`src/rtl/assert_macros.svh`:
```
// Assertion helpers shared by the RTL.
`ifndef ASSERT_MACROS_SVH
`define ASSERT_MACROS_SVH

// Check an implication on every clock edge outside reset.
`define ASSERT_CLK(label, clk, rst, prop) \
   label: assert property (@(posedge clk) disable iff (rst) (prop)) \
      else $error("assertion failed");

// Check an implication on every clock edge, reset included.
`define ASSERT_ALWAYS(label, clk, prop) \
   label: assert property (@(posedge clk) (prop)) \
      else $error("assertion failed");

`endif

```
`src/rtl/hrp_pkg.sv`:
```
`default_nettype none
package hrp_pkg;

   localparam int POS_BITS = 32;

   // parser phases
   localparam logic [3:0] PH_METHOD  = 4'd0;
   localparam logic [3:0] PH_PATH    = 4'd1;
   localparam logic [3:0] PH_VERSION = 4'd2;
   localparam logic [3:0] PH_NAME    = 4'd3;
   localparam logic [3:0] PH_VALUE   = 4'd4;
   localparam logic [3:0] PH_BODY    = 4'd5;
   localparam logic [3:0] PH_DONE    = 4'd6;
   localparam logic [3:0] PH_BAD     = 4'd7;
   localparam logic [3:0] PH_MANY    = 4'd8;
   localparam logic [3:0] PH_TE      = 4'd9;

   // status codes
   localparam logic [2:0] ST_MORE = 3'd0;
   localparam logic [2:0] ST_DONE = 3'd1;
   localparam logic [2:0] ST_BAD  = 3'd2;
   localparam logic [2:0] ST_MANY = 3'd3;
   localparam logic [2:0] ST_TE   = 3'd4;

   // slice kinds
   localparam logic [2:0] SK_NONE    = 3'd0;
   localparam logic [2:0] SK_METHOD  = 3'd1;
   localparam logic [2:0] SK_PATH    = 3'd2;
   localparam logic [2:0] SK_VERSION = 3'd3;
   localparam logic [2:0] SK_INM     = 3'd4;
   localparam logic [2:0] SK_IMS     = 3'd5;
   localparam logic [2:0] SK_BODY    = 3'd6;

   // register indexes
   localparam logic [7:0] REG_LINE_LIMIT  = 8'd0;
   localparam logic [7:0] REG_FIELD_LIMIT = 8'd1;
   localparam logic [7:0] REG_MAX_FIELDS  = 8'd2;

   localparam logic [15:0] LIMIT_RESET  = 16'd8192;
   localparam logic [7:0]  FIELDS_RESET = 8'd32;

   localparam logic [3:0] VER_BAD    = 4'd9;
   localparam logic [4:0] DIGIT_BAD  = 5'd31;
   localparam logic [4:0] MAX_DIGITS = 5'd20;

   typedef struct packed {
      logic [2:0]  status;
      logic [2:0]  slice_kind;
      logic [31:0] slice_offset;
      logic [63:0] slice_length;
      logic [63:0] body_size;
      logic        persist_conn;
   } result_type;

   typedef struct packed {
      logic [15:0] line_limit;
      logic [15:0] field_limit;
      logic [7:0]  max_fields;
   } cfg_type;

   function automatic logic [7:0] to_lower(input logic [7:0] c);
      return (c >= 8'h41 && c <= 8'h5a) ? c + 8'd32 : c;
   endfunction

   function automatic logic [4:0] name_len(input int k);
      case (k)
         0:       return 5'd14;
         1:       return 5'd10;
         2:       return 5'd13;
         3:       return 5'd17;
         default: return 5'd17;
      endcase
   endfunction

   // character i of known header name k (i below its length)
   function automatic logic [7:0] name_char(input int k, input logic [4:0] i);
      logic [135:0] s;
      logic [4:0]   p;
      case (k)
         0:       s = 136'("content-length");
         1:       s = 136'("connection");
         2:       s = 136'("if-none-match");
         3:       s = 136'("if-modified-since");
         default: s = 136'("transfer-encoding");
      endcase
      p = name_len(k) - 5'd1 - i;
      return s[8*p +: 8];
   endfunction

   function automatic logic [7:0] ver_char(input logic [2:0] i);
      logic [63:0] s;
      s = "http/1.1";
      return s[8*(3'd7 - i) +: 8];
   endfunction

   function automatic logic [7:0] ka_char(input logic [3:0] i);
      logic [79:0] s;
      s = "keep-alive";
      return s[8*(4'd9 - i) +: 8];
   endfunction

endpackage
`default_nettype wire

```
`src/rtl/hrp_channels.sv`:
```
`default_nettype none
interface hrp_req_if;
   logic       valid;
   logic       ready;
   logic [7:0] data_byte;
   logic       new_request;
   modport source (output valid, data_byte, new_request, input ready);
   modport sink (input valid, data_byte, new_request, output ready);
endinterface

interface hrp_rsp_if;
   logic        valid;
   logic        ready;
   logic [2:0]  status;
   logic [2:0]  slice_kind;
   logic [31:0] slice_offset;
   logic [63:0] slice_length;
   logic [63:0] body_size;
   logic        persist_conn;
   modport source (output valid, status, slice_kind, slice_offset, slice_length,
                   body_size, persist_conn, input ready);
   modport sink (input valid, status, slice_kind, slice_offset, slice_length,
                 body_size, persist_conn, output ready);
endinterface

interface hrp_csr_if;
   logic        valid;
   logic        ready;
   logic [7:0]  index;
   logic [15:0] data;
   modport source (output valid, index, data, input ready);
   modport sink (input valid, index, data, output ready);
endinterface
`default_nettype wire

```
`src/rtl/hrp_core.sv`:
```
`default_nettype none
module hrp_core
   import hrp_pkg::*;
(
   input  wire logic       clock,
   input  wire logic       reset,
   input  wire logic       advance,
   input  wire logic [7:0] data_byte,
   input  wire logic       new_request,
   input  wire cfg_type    cfg,
   output result_type      result
);

   logic [3:0]          phase_ff, phase_in;
   logic                cr_ff, cr_in;
   logic [POS_BITS-1:0] pos_ff, pos_in, start_ff, start_in;
   logic [7:0]          lines_ff, lines_in;
   logic [4:0]          match_ff, match_in, nidx_ff, nidx_in;
   logic                lead_ff, lead_in;
   logic [15:0]         trim_ff, trim_in;
   logic [63:0]         acc_ff, acc_in, blen_ff, blen_in, rem_ff, rem_in;
   logic [4:0]          digits_ff, digits_in;
   logic [3:0]          vflags_ff, vflags_in, ver_ff, ver_in;
   logic                lseen_ff, lseen_in, lerr_ff, lerr_in;
   logic                conn_ff, conn_in, persist_ff, persist_in, te_ff, te_in;

   // current state after an optional new-request clear
   logic [3:0]          phase_c, ver_c;
   logic                cr_c, lead_c, lseen_c, lerr_c, conn_c, persist_c, te_c;
   logic [POS_BITS-1:0] pos_c, start_c, span, pos_next;
   logic [7:0]          lines_c;
   logic [4:0]          match_c, nidx_c, digits_c;
   logic [15:0]         trim_c;
   logic [63:0]         acc_c, blen_c, rem_c;
   logic [3:0]          vflags_c;

   logic [7:0]  lc;
   logic        is_blank, gap;
   logic [67:0] acc_x10;
   logic [2:0]  kind;
   logic [31:0] soff;
   logic [63:0] slen;

   always_comb begin
      if (new_request) begin
         phase_c = PH_METHOD; cr_c = 1'b0; pos_c = '0; start_c = '0;
         lines_c = '0; match_c = 5'h1f; nidx_c = '0; lead_c = 1'b1;
         trim_c = '0; acc_c = '0; digits_c = '0; vflags_c = '0;
         lseen_c = 1'b0; lerr_c = 1'b0; blen_c = '0; conn_c = 1'b0;
         persist_c = 1'b0; te_c = 1'b0; ver_c = '0; rem_c = '0;
      end else begin
         phase_c = phase_ff; cr_c = cr_ff; pos_c = pos_ff; start_c = start_ff;
         lines_c = lines_ff; match_c = match_ff; nidx_c = nidx_ff; lead_c = lead_ff;
         trim_c = trim_ff; acc_c = acc_ff; digits_c = digits_ff; vflags_c = vflags_ff;
         lseen_c = lseen_ff; lerr_c = lerr_ff; blen_c = blen_ff; conn_c = conn_ff;
         persist_c = persist_ff; te_c = te_ff; ver_c = ver_ff; rem_c = rem_ff;
      end
   end

   assign span     = pos_c - start_c;
   assign pos_next = pos_c + 1'b1;
   assign lc       = to_lower(data_byte);
   assign is_blank = (data_byte == 8'h20) || (data_byte == 8'h09);
   assign gap      = span != POS_BITS'(trim_c);
   assign acc_x10  = {1'b0, acc_c, 3'b000} + {3'b000, acc_c, 1'b0} +
                     68'(data_byte - 8'h30);

   // per-byte state update
   always_comb begin
      phase_in = phase_c; cr_in = cr_c; start_in = start_c; lines_in = lines_c;
      match_in = match_c; nidx_in = nidx_c; lead_in = lead_c; trim_in = trim_c;
      acc_in = acc_c; digits_in = digits_c; vflags_in = vflags_c; lseen_in = lseen_c;
      lerr_in = lerr_c; blen_in = blen_c; conn_in = conn_c; persist_in = persist_c;
      te_in = te_c; ver_in = ver_c; rem_in = rem_c;
      pos_in = pos_next;
      kind = SK_NONE; soff = '0; slen = '0;

      if (cr_c) begin
         cr_in = 1'b0;
         if (data_byte != 8'h0a) begin
            phase_in = PH_BAD;
         end else if (phase_c == PH_VERSION) begin
            kind = SK_VERSION; soff = 32'(start_c); slen = 64'(span - 1'b1);
            start_in = pos_next; match_in = 5'h1f; nidx_in = '0; phase_in = PH_NAME;
         end else if (phase_c == PH_VALUE) begin
            if (vflags_c[0]) begin
               if (digits_c == 5'd0 || digits_c > MAX_DIGITS) lerr_in = 1'b1;
               else if (lseen_c && acc_c != blen_c) lerr_in = 1'b1;
               else begin
                  blen_in = acc_c; lseen_in = 1'b1;
               end
            end
            if (vflags_c[1]) begin
               conn_in = 1'b1;
               persist_in = match_c[0] && (trim_c == 16'd10);
            end
            if (vflags_c[2]) begin
               kind = SK_INM; soff = 32'(start_c); slen = 64'(trim_c);
            end
            if (vflags_c[3]) begin
               kind = SK_IMS; soff = 32'(start_c); slen = 64'(trim_c);
            end
            lines_in = lines_c + 8'd1;
            start_in = pos_next; match_in = 5'h1f; nidx_in = '0; phase_in = PH_NAME;
         end else if (phase_c == PH_NAME) begin
            if (!conn_c) persist_in = (ver_c == 4'd8);
            if (lerr_c) phase_in = PH_BAD;
            else if (te_c) phase_in = PH_TE;
            else if (blen_c != 64'd0) begin
               rem_in = blen_c; start_in = pos_next; phase_in = PH_BODY;
            end else phase_in = PH_DONE;
         end
      end else begin
         case (phase_c)
            PH_METHOD, PH_PATH: begin
               if (data_byte == 8'h20) begin
                  if (span == '0) phase_in = PH_BAD;
                  else begin
                     kind = (phase_c == PH_METHOD) ? SK_METHOD : SK_PATH;
                     soff = 32'(start_c); slen = 64'(span);
                     start_in = pos_next;
                     phase_in = (phase_c == PH_METHOD) ? PH_PATH : PH_VERSION;
                  end
               end else if (span >= POS_BITS'(cfg.line_limit)) phase_in = PH_BAD;
            end
            PH_VERSION: begin
               if (data_byte == 8'h0d) begin
                  if (span != POS_BITS'(8)) ver_in = VER_BAD;
                  cr_in = 1'b1;
               end else if (span >= POS_BITS'(cfg.line_limit)) begin
                  phase_in = PH_BAD;
               end else if (span < POS_BITS'(8) && POS_BITS'(ver_c) == span &&
                            lc == ver_char(span[2:0])) begin
                  ver_in = ver_c + 4'd1;
               end else ver_in = VER_BAD;
            end
            PH_NAME: begin
               if (data_byte == 8'h0d) begin
                  if (span != '0) phase_in = PH_BAD;
                  else cr_in = 1'b1;
               end else if (data_byte == 8'h3a) begin
                  if (lines_c >= cfg.max_fields) phase_in = PH_MANY;
                  else if (span == '0) phase_in = PH_BAD;
                  else begin
                     for (int k = 0; k < 5; k++)
                        if (nidx_c != name_len(k)) match_in[k] = 1'b0;
                     if (match_in[4]) te_in = 1'b1;
                     vflags_in = match_in[3:0];
                     match_in = 5'd1;
                     lead_in = 1'b1; trim_in = '0; acc_in = '0; digits_in = '0;
                     start_in = pos_next; phase_in = PH_VALUE;
                  end
               end else if (span >= POS_BITS'(cfg.field_limit)) phase_in = PH_BAD;
               else begin
                  for (int k = 0; k < 5; k++)
                     if (nidx_c >= name_len(k) || lc != name_char(k, nidx_c))
                        match_in[k] = 1'b0;
                  if (nidx_c < 5'd31) nidx_in = nidx_c + 5'd1;
               end
            end
            PH_VALUE: begin
               if (data_byte == 8'h0d) cr_in = 1'b1;
               else if (lead_c && is_blank) start_in = pos_next;
               else begin
                  lead_in = 1'b0;
                  if (span >= POS_BITS'(cfg.field_limit)) phase_in = PH_BAD;
                  else if (!is_blank) begin
                     if (gap || data_byte < 8'h30 || data_byte > 8'h39) digits_in = DIGIT_BAD;
                     else if (digits_c <= MAX_DIGITS) begin
                        if (acc_x10[67:64] != 4'd0) digits_in = DIGIT_BAD;
                        else begin
                           acc_in = acc_x10[63:0]; digits_in = digits_c + 5'd1;
                        end
                     end
                     if (gap || span >= POS_BITS'(10) || lc != ka_char(span[3:0]))
                        match_in = '0;
                     trim_in = 16'(span + 1'b1);
                  end
               end
            end
            PH_BODY: begin
               rem_in = rem_c - 64'd1;
               if (rem_in == 64'd0) begin
                  kind = SK_BODY; soff = 32'(start_c); slen = blen_c; phase_in = PH_DONE;
               end
            end
            default: ;
         endcase
      end
   end

   // result fields for this byte
   always_comb begin
      case (phase_in)
         PH_DONE: result.status = ST_DONE;
         PH_BAD:  result.status = ST_BAD;
         PH_MANY: result.status = ST_MANY;
         PH_TE:   result.status = ST_TE;
         default: result.status = ST_MORE;
      endcase
      result.slice_kind   = kind;
      result.slice_offset = soff;
      result.slice_length = slen;
      if (phase_in == PH_BODY || phase_in == PH_DONE) begin
         result.body_size    = blen_in;
         result.persist_conn = persist_in;
      end else begin
         result.body_size    = '0;
         result.persist_conn = 1'b0;
      end
   end

   // commit state on each transfer
   always_ff @(posedge clock) begin
      if (reset) begin
         phase_ff <= PH_METHOD; cr_ff <= 1'b0; pos_ff <= '0; start_ff <= '0;
         lines_ff <= '0; match_ff <= 5'h1f; nidx_ff <= '0; lead_ff <= 1'b1;
         trim_ff <= '0; acc_ff <= '0; digits_ff <= '0; vflags_ff <= '0;
         lseen_ff <= 1'b0; lerr_ff <= 1'b0; blen_ff <= '0; conn_ff <= 1'b0;
         persist_ff <= 1'b0; te_ff <= 1'b0; ver_ff <= '0; rem_ff <= '0;
      end else if (advance) begin
         phase_ff <= phase_in; cr_ff <= cr_in; pos_ff <= pos_in; start_ff <= start_in;
         lines_ff <= lines_in; match_ff <= match_in; nidx_ff <= nidx_in; lead_ff <= lead_in;
         trim_ff <= trim_in; acc_ff <= acc_in; digits_ff <= digits_in;
         vflags_ff <= vflags_in; lseen_ff <= lseen_in; lerr_ff <= lerr_in;
         blen_ff <= blen_in; conn_ff <= conn_in; persist_ff <= persist_in;
         te_ff <= te_in; ver_ff <= ver_in; rem_ff <= rem_in;
      end
   end

endmodule
`default_nettype wire

```
`src/rtl/http_request_header_parser.sv`:
```
// Result: the status of a transfer is registered and shown in the next cycle.
// Throughput: one request byte per cycle; the result register frees up in the
// same cycle it is taken, so input stalls only while a result waits.
// Reset: synchronous, active high; clears parser state and the result valid flag,
// and loads the limits with their defaults. No clearing pass.
`default_nettype none
`include "assert_macros.svh"
module http_request_header_parser
   import hrp_pkg::*;
(
   input wire logic clock,
   input wire logic reset,
   hrp_req_if.sink   req_chan,
   hrp_rsp_if.source rsp_chan,
   hrp_csr_if.sink   csr_chan
);

   cfg_type    cfg_ff;
   result_type res_in, res_ff;
   logic       out_valid_ff;
   logic       take;

   assign csr_chan.ready = 1'b1;
   assign req_chan.ready = !out_valid_ff || rsp_chan.ready;
   assign take           = req_chan.valid && req_chan.ready;

   // register writes
   always_ff @(posedge clock) begin
      if (reset) begin
         cfg_ff.line_limit  <= LIMIT_RESET;
         cfg_ff.field_limit <= LIMIT_RESET;
         cfg_ff.max_fields  <= FIELDS_RESET;
      end else if (csr_chan.valid) begin
         case (csr_chan.index)
            REG_LINE_LIMIT:  cfg_ff.line_limit  <= csr_chan.data;
            REG_FIELD_LIMIT: cfg_ff.field_limit <= csr_chan.data;
            REG_MAX_FIELDS:  cfg_ff.max_fields  <= csr_chan.data[7:0];
            default: ;
         endcase
      end
   end

   hrp_core u_core (
      .clock       (clock),
      .reset       (reset),
      .advance     (take),
      .data_byte   (req_chan.data_byte),
      .new_request (req_chan.new_request),
      .cfg         (cfg_ff),
      .result      (res_in)
   );

   // hold the result until it is taken
   always_ff @(posedge clock) begin
      if (reset) out_valid_ff <= 1'b0;
      else if (take) out_valid_ff <= 1'b1;
      else if (rsp_chan.ready) out_valid_ff <= 1'b0;
   end

   always_ff @(posedge clock) begin
      if (take) res_ff <= res_in;
   end

   assign rsp_chan.valid        = out_valid_ff;
   assign rsp_chan.status       = res_ff.status;
   assign rsp_chan.slice_kind   = res_ff.slice_kind;
   assign rsp_chan.slice_offset = res_ff.slice_offset;
   assign rsp_chan.slice_length = res_ff.slice_length;
   assign rsp_chan.body_size    = res_ff.body_size;
   assign rsp_chan.persist_conn = res_ff.persist_conn;

   `ASSERT_CLK(a_take_gives_result, clock, reset, take |=> out_valid_ff)
   `ASSERT_ALWAYS(a_reset_empties, clock, reset |=> !out_valid_ff)
   `ASSERT_CLK(a_no_slice_zero, clock, reset,
      (out_valid_ff && res_ff.slice_kind == SK_NONE) |->
         (res_ff.slice_offset == 32'd0 && res_ff.slice_length == 64'd0))
   `ASSERT_CLK(a_length_only_when_done, clock, reset,
      (out_valid_ff && (res_ff.status == ST_BAD || res_ff.status == ST_MANY ||
                        res_ff.status == ST_TE)) |->
         (res_ff.body_size == 64'd0 && !res_ff.persist_conn))

endmodule
`default_nettype wire
```
`src/flat_wrapper.sv`:
```
// flat-port wrapper written by rule: the top's interface ports become plain ports
module http_request_header_parser_flat import hrp_pkg::*;
  (clock, reset, req_chan_valid, req_chan_data_byte, req_chan_new_request, req_chan_ready, rsp_chan_valid, rsp_chan_status, rsp_chan_slice_kind, rsp_chan_slice_offset, rsp_chan_slice_length, rsp_chan_body_size, rsp_chan_persist_conn, rsp_chan_ready, csr_chan_valid, csr_chan_index, csr_chan_data, csr_chan_ready);
  hrp_req_if req_chan_i ();
  hrp_rsp_if rsp_chan_i ();
  hrp_csr_if csr_chan_i ();
  input wire logic clock;
  input wire logic reset;
  input wire logic [$bits(req_chan_i.valid)-1:0] req_chan_valid;
  input wire logic [$bits(req_chan_i.data_byte)-1:0] req_chan_data_byte;
  input wire logic [$bits(req_chan_i.new_request)-1:0] req_chan_new_request;
  output wire logic [$bits(req_chan_i.ready)-1:0] req_chan_ready;
  output wire logic [$bits(rsp_chan_i.valid)-1:0] rsp_chan_valid;
  output wire logic [$bits(rsp_chan_i.status)-1:0] rsp_chan_status;
  output wire logic [$bits(rsp_chan_i.slice_kind)-1:0] rsp_chan_slice_kind;
  output wire logic [$bits(rsp_chan_i.slice_offset)-1:0] rsp_chan_slice_offset;
  output wire logic [$bits(rsp_chan_i.slice_length)-1:0] rsp_chan_slice_length;
  output wire logic [$bits(rsp_chan_i.body_size)-1:0] rsp_chan_body_size;
  output wire logic [$bits(rsp_chan_i.persist_conn)-1:0] rsp_chan_persist_conn;
  input wire logic [$bits(rsp_chan_i.ready)-1:0] rsp_chan_ready;
  input wire logic [$bits(csr_chan_i.valid)-1:0] csr_chan_valid;
  input wire logic [$bits(csr_chan_i.index)-1:0] csr_chan_index;
  input wire logic [$bits(csr_chan_i.data)-1:0] csr_chan_data;
  output wire logic [$bits(csr_chan_i.ready)-1:0] csr_chan_ready;
  assign req_chan_i.valid = req_chan_valid;
  assign req_chan_i.data_byte = req_chan_data_byte;
  assign req_chan_i.new_request = req_chan_new_request;
  assign req_chan_ready = req_chan_i.ready;
  assign rsp_chan_valid = rsp_chan_i.valid;
  assign rsp_chan_status = rsp_chan_i.status;
  assign rsp_chan_slice_kind = rsp_chan_i.slice_kind;
  assign rsp_chan_slice_offset = rsp_chan_i.slice_offset;
  assign rsp_chan_slice_length = rsp_chan_i.slice_length;
  assign rsp_chan_body_size = rsp_chan_i.body_size;
  assign rsp_chan_persist_conn = rsp_chan_i.persist_conn;
  assign rsp_chan_i.ready = rsp_chan_ready;
  assign csr_chan_i.valid = csr_chan_valid;
  assign csr_chan_i.index = csr_chan_index;
  assign csr_chan_i.data = csr_chan_data;
  assign csr_chan_ready = csr_chan_i.ready;
  http_request_header_parser u_core (.clock(clock), .reset(reset), .req_chan(req_chan_i), .rsp_chan(rsp_chan_i), .csr_chan(csr_chan_i));
endmodule
```
`config.mk`:
```
export PLATFORM = sky130hd
export DESIGN_NAME = http_request_header_parser_flat
export DESIGN_NICKNAME = d
export VERILOG_FILES = /design/src/rtl/hrp_pkg.sv /design/src/rtl/hrp_channels.sv /design/src/rtl/hrp_core.sv /design/src/rtl/http_request_header_parser.sv /design/src/flat_wrapper.sv
export VERILOG_INCLUDE_DIRS = /design/src /design/src/rtl
export SDC_FILE = /design/constraint.sdc
export NUM_CORES = 2
export LEC_CHECK = 0
export ABC_CLOCK_PERIOD_IN_PS = 11650
export BUFFER_PORTS_ARGS = -buffer_cell sky130_fd_sc_hd__buf_2
export CAP_MARGIN = 10
export CORE_AREA = 2 2 370 299
export CTS_CLUSTER_SIZE = 24
export DETAILED_ROUTE_END_ITERATION = 16
export DIE_AREA = 0 0 372 301
export GPL_TIMING_DRIVEN = 0
export REMOVE_ABC_BUFFERS = 1
export SYNTH_ARGS = -nofsm -noshare
export SYNTH_HDL_FRONTEND = slang
export SYNTH_SLANG_ARGS = --single-unit
```
`constraint.sdc`:
```
create_clock -name clock -period 11.65 [get_ports clock]
set_clock_uncertainty 0.1 [all_clocks]
set_input_delay 2.33 -clock clock [delete_from_list [all_inputs] [get_ports clock]]
set_output_delay 2.33 -clock clock [all_outputs]
set_load 0.01 [all_outputs]
```
==> flow_metrics.tcl <==
set metrics [dict create \
    pwr-share-seq_pct 37.8 \
    arrival_ns 11.03 \
    fmax_mhz 94.9 \
    crit_type "input port to flop" \
    antenna_left 0 \
    fin_tns_setup_ns 0 \
    io_pins 208 \
    start_util_pct 38.8 \
    core_um2 108000 \
    cts_buffer_depth 3 \
    p_int_w 0.00349 \
    cts_tree "done" \
    seq_area_um2 12100 \
    wl_mm 178 \
    rsz0062_at_grt "no" \
    netlist_instances 5307 \
    crit_slowest_cell "or3_1" \
    irDropWorstVdd_mv 0.0847 \
    grt_pass1_wl_mm 261 \
    hp-class "flop to flop" \
    layout_min_cycle_time_ns 10.54 \
    synth_top_area_cell "dfxtp_1" \
    grt_pass1_vias 39100 \
    status "finished, final reports clean" \
    ctsResizeCount 0 \
    drv_cap 0 \
    cts_hold_buffers 0 \
    cpPeakStageDelay_ns 0.90 \
    path_delay_family "simple AND/OR/NAND/NOR gates" \
    cp_data_required_time_ns 12.14 \
    synthesis.area_um2 41900 \
    design_area_um2 46800 \
    setup_viol 0 \
    ys_types 111 \
    drt-wirelength-per-cell_um 26.4 \
    drt_iter0_drc 6350 \
    startpoint_type "input port" \
    synth.most_common_cell "nor2_1" \
    synth_seq_cells 522 \
    cts.reportedPaths.clkPinSlew_ns 0.06 \
    cts_setup_buffers 0 \
    die_h_um 301 \
    combPwrFrac_pct 21.5 \
    sw_frac_of_total_pct 32.7 \
    avgViaCountPerCell 6.44 \
    slew_viol_final 0 \
    num_vias 43600 \
    relSlewSlack_pct 6.95 \
    synth_top_area_share_pct 17.0 \
    std_cell_rows 108 \
    drc 0 \
    drt_pass1_iterations 6 \
    grtUsageTotal_pct 30.7 \
    insertion_delay_ns 0.66 \
    die_x_um 372 \
    critPathMaxFanout 26 \
    io_buffers 206 \
    root_buffer "clkbuf_16" \
    grt_max_degree 137 \
    area_delta_synth_final_pct 11.7 \
    worstPathCellList "buf_2 -> ha_1 -> or3_1 -> inv_4 -> buf_12 -> fa_1 -> ha_1 -> and3_1 -> o211ai_1 -> nand2b_1 -> o21ai_0 -> a31oi_1 -> o31ai_1 -> a21oi_1 -> xnor2_1 -> or4_1 -> nor4b_4 -> buf_8 -> buf_6 -> and2_1 -> buf_16 -> a21o_1 -> and3_1" \
    avgSynthCellArea_um2 7.90 \
    synth_ff_type "dfxtp_1" \
    globalplace.congestion 1.01 \
    worst_pin_slew_ns 1.39 \
    nets 5560 \
    hold_viol 0 \
    antenna_found_initial 12 \
    globalRouteOverflowTotal 0 \
    p_sw_w 0.00170 \
    yosys_warnings 0 \
    r2r_slack_ns 3.79 \
    dp_hpwl_mm 132 \
    synthTopCellsByCount "nor2_1 (566), nand2_1 (474), a21oi_1 (404)" \
    placed_area_um2 44600 \
    htreeDepth 3 \
    p_per_area_nw_per_um2 111 \
    fin_crit_sh_pct 90.5 \
    cts.sinks 522 \
    drive_gt1_share_pct 10.2 \
    ys_async_sr_fraction_pct 0 \
    cp.buffers_inverters 6 \
    numCtsBuffers 66 \
    synth_area_leaders "dfxtp_1 (17%), edfxtp_1 (12%), ha_1 (5.4%), nor2_1 (5.1%), a21oi_1 (4.8%)" \
    die-area_um2 112000 \
    seq_area_frac_synth_pct 28.9 \
    multi_input_comb_area_um2 27600 \
    p_leak_nw 17.7 \
    synth_edf_count 167 \
    end_kind "flop" \
    nFillCells 10800 \
    p_clk_share_pct 40.7 \
]
layout make-up:
type / instances / area share, %
clock buffers: 88 / 3.95
clock inverters: 31 / 0.669
repair buffers: 272 / 4.70
diodes: 3 / 0.0160
well taps: 1430 / 3.82
flip-flops and latches: 522 / 25.9
inverters: 238 / 1.95
multi-input cells: 4178 / 59.0
sequential cells by signal (all words and copies together) (netlist names), 8 cells and up:
register,cells
u_core.rsp_chan.slice_offset,32
u_core.cfg_ff,40
u_core.u_core.rem_ff,64
u_core.u_core.trim_ff,16
u_core.u_core.lines_ff,8
u_core.rsp_chan.slice_length,64
u_core.u_core.pos_ff,32
u_core.u_core.blen_ff,64
u_core.u_core.acc_ff,64
u_core.rsp_chan.body_size,64
u_core.u_core.start_ff,32
power groups by stage:
stage | registers [W] | logic, W | clock network [W]
final | 0.00196 | 0.00111 | 0.00211
after floorplan | 0.00201 | 0.000670 | 0
after global placement | 0.00201 | 0.00103 | 0
after CTS | 0.00196 | 0.00108 | 0.00213
after detailed placement | 0.00200 | 0.00108 | 0
after global routing | 0.00197 | 0.00120 | 0.00220
cells by family (layout without fill, tap and decap cells):
group           count (synthesis)  count (layout)  share of synthesized area [%]
mux                           170             170                           4.19
compound gates               1573            1573                           24.5
fa+ha+maj                     244             244                           8.43
flops                         522             522                           28.9
xor+xnor                      246             246                           5.17
buf+inv                       607             629                           5.70
other cells                     1               4                        0.00895
simple gates                 1944            1944                           23.1
metrics by stage:
step                instances  power, W  hold slack (ns)  setup WS (ns)  utilization [%]
finish                   6762   0.00519            0.358           1.11             43.3
detailed placement       6638   0.00308            0.348          0.603             41.3
global route             6760   0.00537            0.379          0.679             43.3
floorplan                4938   0.00268            0.322          -2.63                -
global placement         6574   0.00304            0.337         -16.87             40.0
CTS                      6757   0.00517            0.358           1.23             43.3
routing by layer:
metal | track usage, % | part of all wire, % | up-vias
met1 | 45.5 | 44 | 21000
met5 | 0 | 0.053 | -
li1 | - | - | 19500
met2 | 41.4 | 39 | 2702
met4 | 10.8 | 3.8 | 14
met3 | 8.88 | 13 | 386
final timing paths:
kind / startpoint / end / cells past startpoint
hold reg to reg: u_core.u_core.vflags_ff[2] / u_core.u_core.vflags_ff[2] / 2
hold / removal: u_core.u_core.vflags_ff[2] / u_core.u_core.vflags_ff[2] / 2
setup reg to reg: u_core.u_core.pos_ff[0] / u_core.u_core.acc_ff[31] / 24
setup / recovery: req_chan_data_byte[4] / u_core.u_core.acc_ff[31] / 23
worst register-to-register path, delay by kind of cell (launching register included):
| kind | cells | cell delay, ns |
|---|---|---|
| buffers and inverters | 6 | 1.16 |
| adders and majority gates | 3 | 0.98 |
| and+or+nand+nor | 9 | 3.26 |
| AOI/OAI and AO/OA | 6 | 1.90 |
| DFF | 1 | 0.40 |
cell usage in the layout (no fill, tap or decap), types with 86 or more instances in the layout:
| cell type | Yosys | final |
|---|---|---|
| nor2b_1 | 96 | 96 |
| mux2i_1 | 145 | 145 |
| buf_2 | 24 | 204 |
| inv_1 | 231 | 227 |
| nand4_1 | 86 | 86 |
| edfxtp_1 | 167 | 167 |
| xor2_1 | 91 | 90 |
| o21ai_0 | 336 | 334 |
| nor4_1 | 86 | 86 |
| nand2_1 | 474 | 470 |
| a21oi_1 | 404 | 403 |
| xnor2_1 | 154 | 153 |
| a22oi_1 | 140 | 140 |
| dfxtp_1 | 355 | 354 |
| a21o_1 | 89 | 89 |
| ha_1 | 180 | 180 |
| nand3_1 | 131 | 131 |
| nor3_1 | 169 | 165 |
| nor2_1 | 566 | 553 |
Power figures use the tool's default switching activity.
